==> src/lbb_pkg.sv <==
package lbb_pkg;

  // Effect mode codes
  localparam logic [1:0] MODE_STEADY  = 2'd0;
  localparam logic [1:0] MODE_FLASH   = 2'd1;
  localparam logic [1:0] MODE_BREATHE = 2'd2;

  // Configuration register indexes
  localparam int unsigned CFG_IDX_W = 3;
  localparam logic [CFG_IDX_W-1:0] REG_MODE      = 3'd0;
  localparam logic [CFG_IDX_W-1:0] REG_LVL_HIGH  = 3'd1;
  localparam logic [CFG_IDX_W-1:0] REG_LVL_LOW   = 3'd2;
  localparam logic [CFG_IDX_W-1:0] REG_HALF_PER  = 3'd3;
  localparam logic [CFG_IDX_W-1:0] REG_STEP      = 3'd4;

  localparam int unsigned CFG_DATA_W = 16;
  localparam int unsigned LVL_FIELD_W = 7;
  localparam int unsigned HP_W = 16;

  localparam logic [HP_W-1:0]        HALF_PER_RST = 16'd500;
  localparam logic [LVL_FIELD_W-1:0] STEP_RST     = 7'd1;

  typedef struct packed {
    logic [1:0]             effect_mode;
    logic [LVL_FIELD_W-1:0] level_high;
    logic [LVL_FIELD_W-1:0] level_low;
    logic [HP_W-1:0]        half_period_ticks;
    logic [LVL_FIELD_W-1:0] breathe_step;
  } lbb_cfg_t;

  typedef struct packed {
    logic [LVL_FIELD_W-1:0] drive_level;
    logic [LVL_FIELD_W-1:0] brightness;
    logic                   write_strobe;
  } lbb_res_t;

endpackage

==> src/lbb_cfg_regs.sv <==
module lbb_cfg_regs
  import lbb_pkg::*;
(
  input  logic                  clk,
  input  logic                  rst_n,
  input  logic                  wr_en,
  input  logic [CFG_IDX_W-1:0]  wr_index,
  input  logic [CFG_DATA_W-1:0] wr_data,
  output lbb_cfg_t              cfg
);

  lbb_cfg_t cfg_r, cfg_nxt;

  always_comb begin
    cfg_nxt = cfg_r;
    if (wr_en) begin
      case (wr_index)
        REG_MODE:     cfg_nxt.effect_mode       = wr_data[1:0];
        REG_LVL_HIGH: cfg_nxt.level_high        = wr_data[LVL_FIELD_W-1:0];
        REG_LVL_LOW:  cfg_nxt.level_low         = wr_data[LVL_FIELD_W-1:0];
        REG_HALF_PER: cfg_nxt.half_period_ticks = wr_data[HP_W-1:0];
        REG_STEP:     cfg_nxt.breathe_step      = wr_data[LVL_FIELD_W-1:0];
        default:      cfg_nxt = cfg_r;
      endcase
    end
  end

  always_ff @(posedge clk) begin
    if (!rst_n) begin
      cfg_r.effect_mode       <= MODE_STEADY;
      cfg_r.level_high        <= '0;
      cfg_r.level_low         <= '0;
      cfg_r.half_period_ticks <= HALF_PER_RST;
      cfg_r.breathe_step      <= STEP_RST;
    end else begin
      cfg_r <= cfg_nxt;
    end
  end

  assign cfg = cfg_r;

endmodule

==> src/lbb_effect_core.sv <==
module lbb_effect_core
  import lbb_pkg::*;
#(
  parameter int LEVEL_MAX  = 100,
  parameter int TIMER_BITS = 16,
  parameter int LW         = $clog2(LEVEL_MAX + 1)
) (
  input  logic          clk,
  input  logic          rst_n,
  input  lbb_cfg_t      cfg,
  input  logic          fire,
  input  logic          tick,
  output lbb_res_t      res,
  output logic [LW-1:0] level
);

  // compute width: wide enough for 7-bit fields and the level, plus sum headroom
  localparam int CW = ((LW > LVL_FIELD_W) ? LW : LVL_FIELD_W) + 2;
  localparam int TW = (TIMER_BITS > HP_W) ? TIMER_BITS : HP_W;

  logic [LW-1:0]         level_r, level_nxt;
  logic [TIMER_BITS-1:0] elapsed_r, elapsed_nxt;
  logic                  falling_r, falling_nxt;

  logic [CW-1:0]         lim, a_x, b_x, hi, lo, cur_x, step_x, lv, sum, rise, fall;
  logic [CW-1:0]         new_x;
  logic [TIMER_BITS-1:0] ela_inc;
  logic                  due, strobe;

  always_comb begin
    lim    = CW'(LEVEL_MAX);
    a_x    = (CW'(cfg.level_high) > lim) ? lim : CW'(cfg.level_high);
    b_x    = (CW'(cfg.level_low)  > lim) ? lim : CW'(cfg.level_low);
    hi     = (a_x > b_x) ? a_x : b_x;
    lo     = (a_x > b_x) ? b_x : a_x;
    cur_x  = CW'(level_r);
    step_x = CW'(cfg.breathe_step);

    // saturating tick count
    ela_inc = elapsed_r;
    if (tick && (elapsed_r != {TIMER_BITS{1'b1}}))
      ela_inc = elapsed_r + TIMER_BITS'(1);
    due = TW'(ela_inc) >= TW'(cfg.half_period_ticks);

    sum  = cur_x + step_x;
    rise = (sum > lim) ? lim : sum;
    fall = (cur_x > step_x) ? (cur_x - step_x) : '0;
    lv   = falling_r ? fall : rise;

    new_x       = cur_x;
    elapsed_nxt = ela_inc;
    falling_nxt = falling_r;
    strobe      = 1'b0;

    case (cfg.effect_mode)
      MODE_STEADY: begin
        if (a_x != cur_x) begin
          new_x       = a_x;
          elapsed_nxt = '0;
          strobe      = 1'b1;
        end
      end
      MODE_FLASH: begin
        if (due) begin
          new_x       = ((cur_x << 1) >= (hi + lo)) ? lo : hi;
          elapsed_nxt = '0;
          strobe      = 1'b1;
        end
      end
      MODE_BREATHE: begin
        if (due) begin
          new_x       = lv;
          elapsed_nxt = '0;
          strobe      = 1'b1;
          if (lv >= hi)
            falling_nxt = 1'b1;
          else if (lv <= lo)
            falling_nxt = 1'b0;
        end
      end
      default: begin
        // unused mode: only the tick count moves
      end
    endcase

    level_nxt        = LW'(new_x);
    res.drive_level  = LVL_FIELD_W'(lim - new_x);
    res.brightness   = LVL_FIELD_W'(new_x);
    res.write_strobe = strobe;
  end

  always_ff @(posedge clk) begin
    if (!rst_n) begin
      level_r   <= '0;
      elapsed_r <= '0;
      falling_r <= 1'b0;
    end else if (fire) begin
      level_r   <= level_nxt;
      elapsed_r <= elapsed_nxt;
      falling_r <= falling_nxt;
    end
  end

  assign level = level_r;

endmodule

==> src/led_blink_breathe_controller.sv <==
// Channel  | Dir | Ports                                | Payload
// in_      | in  | in_tvalid/in_tready/in_tdata[7:0]    | tick
// out_     | out | out_tvalid/out_tready/out_tdata[15:0]| drive_level, brightness, strobe
// cfg_     | in  | cfg_valid/cfg_ready/cfg_index/cfg_data| register write request
//
// One request per cycle sustained while the output is not stalled. The
// request lands in the input register when it is accepted; the effect logic
// runs in one pass and loads the output register when the request advances.
// Reset (rst_n low, synchronous) clears the level, tick counter, ramp direction
// and both valid flags, and loads the register defaults.
// A stalled output holds its result; the input register keeps one request
// waiting and in_tready drops only when both registers are full and stalled.
// Config writes are always taken (cfg_ready is tied high).
module led_blink_breathe_controller
  import lbb_pkg::*;
#(
  parameter int LEVEL_MAX  = 100,
  parameter int TIMER_BITS = 16
) (
  input  logic                  clk,
  input  logic                  rst_n,
  // input stream
  input  logic                  in_tvalid,
  output logic                  in_tready,
  input  logic [7:0]            in_tdata,   // [0] tick, [7:1] zero
  // result stream
  output logic                  out_tvalid,
  input  logic                  out_tready,
  output logic [15:0]           out_tdata,  // [6:0] drive_level, [13:7] brightness,
                                            // [14] write_strobe, [15] zero
  // configuration writes
  input  logic                  cfg_valid,
  output logic                  cfg_ready,
  input  logic [CFG_IDX_W-1:0]  cfg_index,
  input  logic [CFG_DATA_W-1:0] cfg_data
);

  localparam int LW = $clog2(LEVEL_MAX + 1);

  lbb_cfg_t cfg;
  lbb_res_t res;
  logic [LW-1:0] level;

  // input register
  logic s1_valid_r, s1_valid_nxt;
  logic s1_tick_r;
  logic s1_adv;

  // output register
  logic     out_valid_r, out_valid_nxt;
  lbb_res_t out_res_r;

  logic in_acc;

  assign cfg_ready = 1'b1;

  lbb_cfg_regs u_cfg (
    .clk      (clk),
    .rst_n    (rst_n),
    .wr_en    (cfg_valid),
    .wr_index (cfg_index),
    .wr_data  (cfg_data),
    .cfg      (cfg)
  );

  // the held request is processed when the output register is free or draining
  assign s1_adv    = s1_valid_r && (!out_valid_r || out_tready);
  assign in_tready = !s1_valid_r || s1_adv;
  assign in_acc    = in_tvalid && in_tready;

  lbb_effect_core #(
    .LEVEL_MAX  (LEVEL_MAX),
    .TIMER_BITS (TIMER_BITS),
    .LW         (LW)
  ) u_core (
    .clk   (clk),
    .rst_n (rst_n),
    .cfg   (cfg),
    .fire  (s1_adv),
    .tick  (s1_tick_r),
    .res   (res),
    .level (level)
  );

  always_comb begin
    s1_valid_nxt  = in_acc ? 1'b1 : (s1_adv ? 1'b0 : s1_valid_r);
    out_valid_nxt = s1_adv ? 1'b1 : ((out_tready) ? 1'b0 : out_valid_r);
  end

  always_ff @(posedge clk) begin
    if (!rst_n) begin
      s1_valid_r  <= 1'b0;
      out_valid_r <= 1'b0;
    end else begin
      s1_valid_r  <= s1_valid_nxt;
      out_valid_r <= out_valid_nxt;
    end
  end

  always_ff @(posedge clk) begin
    if (in_acc)
      s1_tick_r <= in_tdata[0];
    if (s1_adv)
      out_res_r <= res;
  end

  assign out_tvalid = out_valid_r;
  assign out_tdata  = {1'b0, out_res_r.write_strobe, out_res_r.brightness,
                       out_res_r.drive_level};

`ifndef SYNTHESIS
  // the level never leaves 0..LEVEL_MAX
  a_level_range: assert property (@(posedge clk) disable iff (!rst_n)
    32'(level) <= 32'(LEVEL_MAX))
    else $error("brightness level above LEVEL_MAX");

  // drive and brightness are complements when neither wraps the 7-bit field
  a_drive_compl: assert property (@(posedge clk) disable iff (!rst_n)
    out_tvalid |-> ((LEVEL_MAX > 127) ||
      (32'(out_tdata[6:0]) + 32'(out_tdata[13:7]) == 32'(LEVEL_MAX))))
    else $error("drive level does not complement brightness");

  // an unused mode never strobes
  a_unused_mode: assert property (@(posedge clk) disable iff (!rst_n)
    (s1_adv && cfg.effect_mode != MODE_STEADY && cfg.effect_mode != MODE_FLASH &&
     cfg.effect_mode != MODE_BREATHE) |=> !out_tdata[14])
    else $error("strobe in unused mode");

  // a held request blocks new input only while the output stalls
  a_in_block: assert property (@(posedge clk) disable iff (!rst_n)
    (s1_valid_r && !s1_adv) |-> (!in_tready && out_tvalid && !out_tready))
    else $error("input blocked without output stall");
`endif

endmodule

==> config.mk <==
export PLATFORM = sky130hd
export DESIGN_NAME = led_blink_breathe_controller
export DESIGN_NICKNAME = d
export VERILOG_FILES = /design/src/lbb_pkg.sv /design/src/lbb_cfg_regs.sv /design/src/lbb_effect_core.sv /design/src/led_blink_breathe_controller.sv
export SDC_FILE = /design/constraint.sdc
export NUM_CORES = 1
export LEC_CHECK = 0
export BUFFER_PORTS_ARGS = -buffer_cell sky130_fd_sc_hd__buf_4
export CAP_MARGIN = 20
export CELL_PAD_IN_SITES_DETAIL_PLACEMENT = 1
export CELL_PAD_IN_SITES_GLOBAL_PLACEMENT = 1
export CORE_MARGIN = 4
export CORE_UTILIZATION = 35
export CTS_CLUSTER_DIAMETER = 50
export DETAILED_ROUTE_END_ITERATION = 6
export PLACE_DENSITY = 0.6
export SLEW_MARGIN = 10
export SYNTH_ARGS = -nofsm -noshare
export SYNTH_HDL_FRONTEND = slang
export SYNTH_HIERARCHICAL = 1
export SYNTH_SLANG_ARGS = --single-unit
==> constraint.sdc <==
create_clock -name clk -period 12.5 [get_ports clk]
set_input_delay 2.5 -clock clk [delete_from_list [all_inputs] [get_ports clk]]
set_output_delay 2.5 -clock clk [all_outputs]
set_load 0.01 [all_outputs]
==> metrics.md <==
| Metric | Value |
|---|---|
| Area of the placeable core | `18200 sq um` |
| Initial detailed-routing violation count | `259` |
| Met2 layer usage reported by global route | `35.0%` |
| Core Rows | `49` |
| Worst R2R Setup Slack | `roughly 6.5 ns` |
| Share of final-layout standard cells stronger than drive strength 1 | `9.65%` |
| Cell type contributing the most total cell area after synthesis | `dfxtp_1` |
| Worst slack on hold paths | `0.462 ns` |
| Class of the most critical hold timing path | `flip-flop to flip-flop` |
| Clock root buffer master | `clkbuf_16` |
| CP endpoint | `out_tdata[5]` |
| Synth Register Bits | `81` |
| Worst setup SP type | `flip-flop` |
| Routing usage on met3 | `under 10%` |
| DRT Pass-1 Iters | `4` |
| Post-route fraction of the period consumed by the critical path | `47.8%` |
| Gate Count Post-Synth | `789` |
| Worst-Skew Late Latency | `0.34 ns` |
| Number of gates on the worst path with buffers counted | `19` |
| Sum of negative setup slack | `0 ns` |
| Worst Clk Skew | `approximately 0.0063 ns` |
| Count of flip-flops with a built-in enable after synthesis | `16` |
| Distinct cells, synth | `87` |
| Max Slew Vio Count | `0` |
| Most crowded layer after global routing | `met2` |
| Crit Path Category | `flip-flop to flip-flop` |
| H-tree depth | `3` |
| Total die area | `~21000 sq um` |
| Most frequent cell after synthesis | `nand2_1` |
| Number of buffers added for setup after CTS | `0` |
| DR DRC count | `0` |
| Critical path data required time | `12.57 ns` |
| Number of CTS-inserted buffers | `9` |
| Yosys Warn Count | `6` |
| Placed standard-cell area | `approximately 7000 sq um` |
| Crit Reg-Reg Startpoint | `u_core/elapsed_r[4]` |
| Cts-stage hold buffer count | `0` |
| Number of diodes added for antenna fixing | `0` |
| Number of maximum-capacitance constraint violations | `0` |
| Global-route wire length before repair | `about 31000 um` |
| Critical path capture point type | `flip-flop` |
| Post-layout min period | `between 5 and 6 ns` |
| Residual overflow from global routing | `0` |
| Post-DP HPWL | `approximately 15000 um` |
| Power density normalized to cell area | `99.6 nW/um^2` |
| Sequence of cells on the critical path | `and4_1, and4_1, nand3_1, o31ai_1, nor2_1, nand2_1, nor3_1, xor2_1, ha_1, nand4_1, nor2_1, o2111ai_1, o21ai_1, o21ai_0, a22o_1, nor3_2, a21oi_1, nor3_1, xnor2_1` |
| Number of hold-slack violations in the final timing report | `0` |
| P&R area growth vs syn | `11.4%` |
| Cell Area, Synth | `6550 sq um` |
| Die outline width | `145 um` |
| Die Height | `145 um` |
| Finished Core Util | `40.0%` |
| Met1 Use GR | `between 20% and 30%` |
| Synth async-reset ratio | `0%` |
| Routability cong. | `0.884` |
| Detailed-route wire length | `19400 um` |
| Total GRT Usage | `18.9%` |
| Combinational fraction of design power | `21.6%` |
| Share of the synthesized area in the top cell type | `19.9%` |
| Largest fanout on the critical path | `12` |
| RSZ-0062 raised after global routing | `no` |
| Mean number of vias per cell | `5.44` |
| Initial core utilization | `36.0%` |
| CTS sink cnt | `81` |
| End of the worst register-to-register path | `out_tdata[5]` |
| Critical path buffer and inverter count | `0` |
| Number of resized instances in the post-cts repair step | `0` |
| Portion of the post-synthesis area used by sequential elements | `27.2%` |
| Number of I/O port buffers | `41` |
| Static leakage | `3.07 nW` |
| Count of boundary I/O pins | `51` |
| Slew at the pin with the worst max-slew slack | `1.00 ns` |
| Worst rel slew slack | `between 30 and 40%` |
| DRT antenna net count | `0` |
| Clock transition at the registers of the reported paths | `0.06 ns` |
| Post-synth top cells | `nand2_1, ha_1, dfxtp_1` |
| Top flip-flop cell by instance count after synthesis | `dfxtp_1` |
| Run status | `complete, no violations` |
| Max rail drop VDD | `~0.000064 V` |
| Internal Power | `515 uW` |
| Reg2reg path depth | `19` |
| Arrival time reported for the critical path endpoint | `just over 6 ns` |
| Total number of nets in the final design | `909` |
| Cell class contributing the biggest share of worst-path delay | `simple AND/OR/NAND/NOR gates` |
| Maximum clock frequency | `0.167 GHz` |
| Slowest-stage cell, CP | `o21ai_1` |
| Net switching fraction of the power | `between 20% and 30%` |
| Synth Net Count | `895` |
| Routed wirelength normalized by instance count | `about 19 um` |
| Clock Tree Buf Depth | `2` |
| Launch point of the critical path | `u_core/elapsed_r[4]` |
| Final Cell Area | `7290 sq um` |
| Maximum number of pins on one net before global-route repair | `65` |
| Final-report setup violation count | `0` |
| Hold path startpoint | `u_cfg/cfg[8]` |
| Routed vias | `5637` |
| Part of the total power dissipated in sequential elements | `roughly 40%` |
| Proportion of power drawn by the clock network | `39.1%` |
| Vias in the first global route | `5830` |
| Initial antenna violation count | `0` |
| Ranking of synthesized cells by area | `dfxtp_1, ha_1, mux2i_1` |
| Slowest stage delay, CP | `slightly above 0.7 ns` |
| Post-Synthesis Mean Instance Area | `8.30 sq um` |
| Clock tree from TritonCTS | `yes` |
| Switch Pwr | `between 200 and 250 uW` |
| Power after layout | `726 uW` |
## per-stage QoR
stage	setup WS, ns	std cells
global placement	6.72	1020
floorplan	7.35	789
CTS	6.61	1036
finish	6.52	1037
global route	5.96	1037
detailed placement	6.64	1020
## state kept, by name (all words and copies together), names as in the netlist
signal            count
u_core/falling_r      1
out_tdata            15
s1_valid_r            1
s1_tick_r             1
u_core/level          7
u_cfg/cfg            39
out_tvalid            1
u_core/elapsed_r     16
## cell usage in the layout (no fill, tap or decap), types with 3 or more instances in the layout
| cell type | netlist | routed |
|---|---|---|
| nand2_1 | 93 | 93 |
| ha_1 | 71 | 71 |
| dfxtp_1 | 65 | 65 |
| inv_1 | 63 | 63 |
| a21oi_1 | 55 | 55 |
| nor2_1 | 55 | 55 |
| mux2i_1 | 48 | 48 |
| buf_4 | 4 | 44 |
| nor2b_1 | 25 | 24 |
| o21ai_0 | 21 | 21 |
| nand2b_1 | 17 | 17 |
| xor2_1 | 17 | 17 |
| edfxtp_1 | 16 | 16 |
| nor3_1 | 14 | 14 |
| xnor2_1 | 13 | 13 |
| nand3_1 | 12 | 12 |
| a211oi_1 | 11 | 11 |
| clkbuf_16 | 0 | 9 |
| o21a_1 | 8 | 8 |
| nand4_1 | 8 | 8 |
| o21bai_1 | 8 | 8 |
| o21ai_1 | 8 | 8 |
| and3_1 | 8 | 8 |
| nor4_1 | 6 | 6 |
| and2_1 | 6 | 6 |
| a21o_1 | 6 | 6 |
| or3_1 | 4 | 4 |
| a211o_1 | 3 | 3 |
| nor3b_1 | 3 | 3 |
| o211ai_1 | 3 | 3 |
| o22a_1 | 3 | 3 |
| or2_2 | 3 | 3 |
| fa_1 | 3 | 3 |
## kinds of logic (layout without fill, tap and decap cells)
logic type / Yosys count / after routing / synth area share [%]
AOI/OAI and AO/OA: 175 / 175 / 18.4
xor gates and xnor gates: 31 / 31 / 4.43
adders and majority gates: 74 / 74 / 14.5
buffers and inverters: 105 / 124 / 6.80
DFF: 81 / 81 / 27.2
muxes: 49 / 49 / 7.51
other: 2 / 2 / 0.115
and+or+nand+nor: 272 / 272 / 21.0
## how the worst min path moves through the flow
stage	slack [ns]	cells past startpoint	to
final	0.46	2	u_cfg/cfg[8]
after global placement	0.45	2	u_cfg/cfg[8]
after detailed placement	0.46	2	u_cfg/cfg[8]
after global routing	0.48	2	u_cfg/cfg[16]
after floorplan	0.43	2	u_cfg/cfg[24]
after CTS	0.46	2	u_cfg/cfg[8]
## final cells by class
| type | instances | area [sq um] |
|---|---|---|
| Timing Repair Buffer | 45 | 335 |
| Clock buffer | 9 | 225 |
| Inverter | 63 | 236 |
| Clock inverter | 7 | 91.3 |
| Multi-Input combinational cell | 603 | 4330 |
| Tap cell | 229 | 287 |
| Sequential cell | 81 | 1780 |
| Fill cell | 2177 | 10900 |
## layer usage
metal | wire (um) | vias up
met2 | 10200 | 54
met4 | 272 | 0
met1 | 8590 | 2765
met3 | 345 | 19
li1 | - | 2799
met5 | 0 | -
## worst reg2reg max path: stages (launching register included)
cell       delay (ns)
dfxtp_1          0.45
and4_1           0.28
and4_1           0.24
nand3_1          0.25
o31ai_1          0.52
nor2_1           0.18
nand2_1          0.31
nor3_1           0.14
xor2_1           0.19
ha_1             0.35
nand4_1          0.16
nor2_1           0.14
o2111ai_1        0.13
o21ai_1          0.72
o21ai_0          0.36
a22o_1           0.32
nor3_2           0.51
a21oi_1          0.17
nor3_1           0.21
xnor2_1          0.10
## power groups by stage
stage / clock network (mW) / registers [mW] / logic (mW)
floorplan: 0 / 0.288 / 0.113
global placement: 0 / 0.291 / 0.151
detailed placement: 0 / 0.291 / 0.156
CTS: 0.292 / 0.286 / 0.157
global route: 0.303 / 0.286 / 0.173
finish: 0.284 / 0.285 / 0.157
No activity file was read; power rests on OpenSTA's default activity.
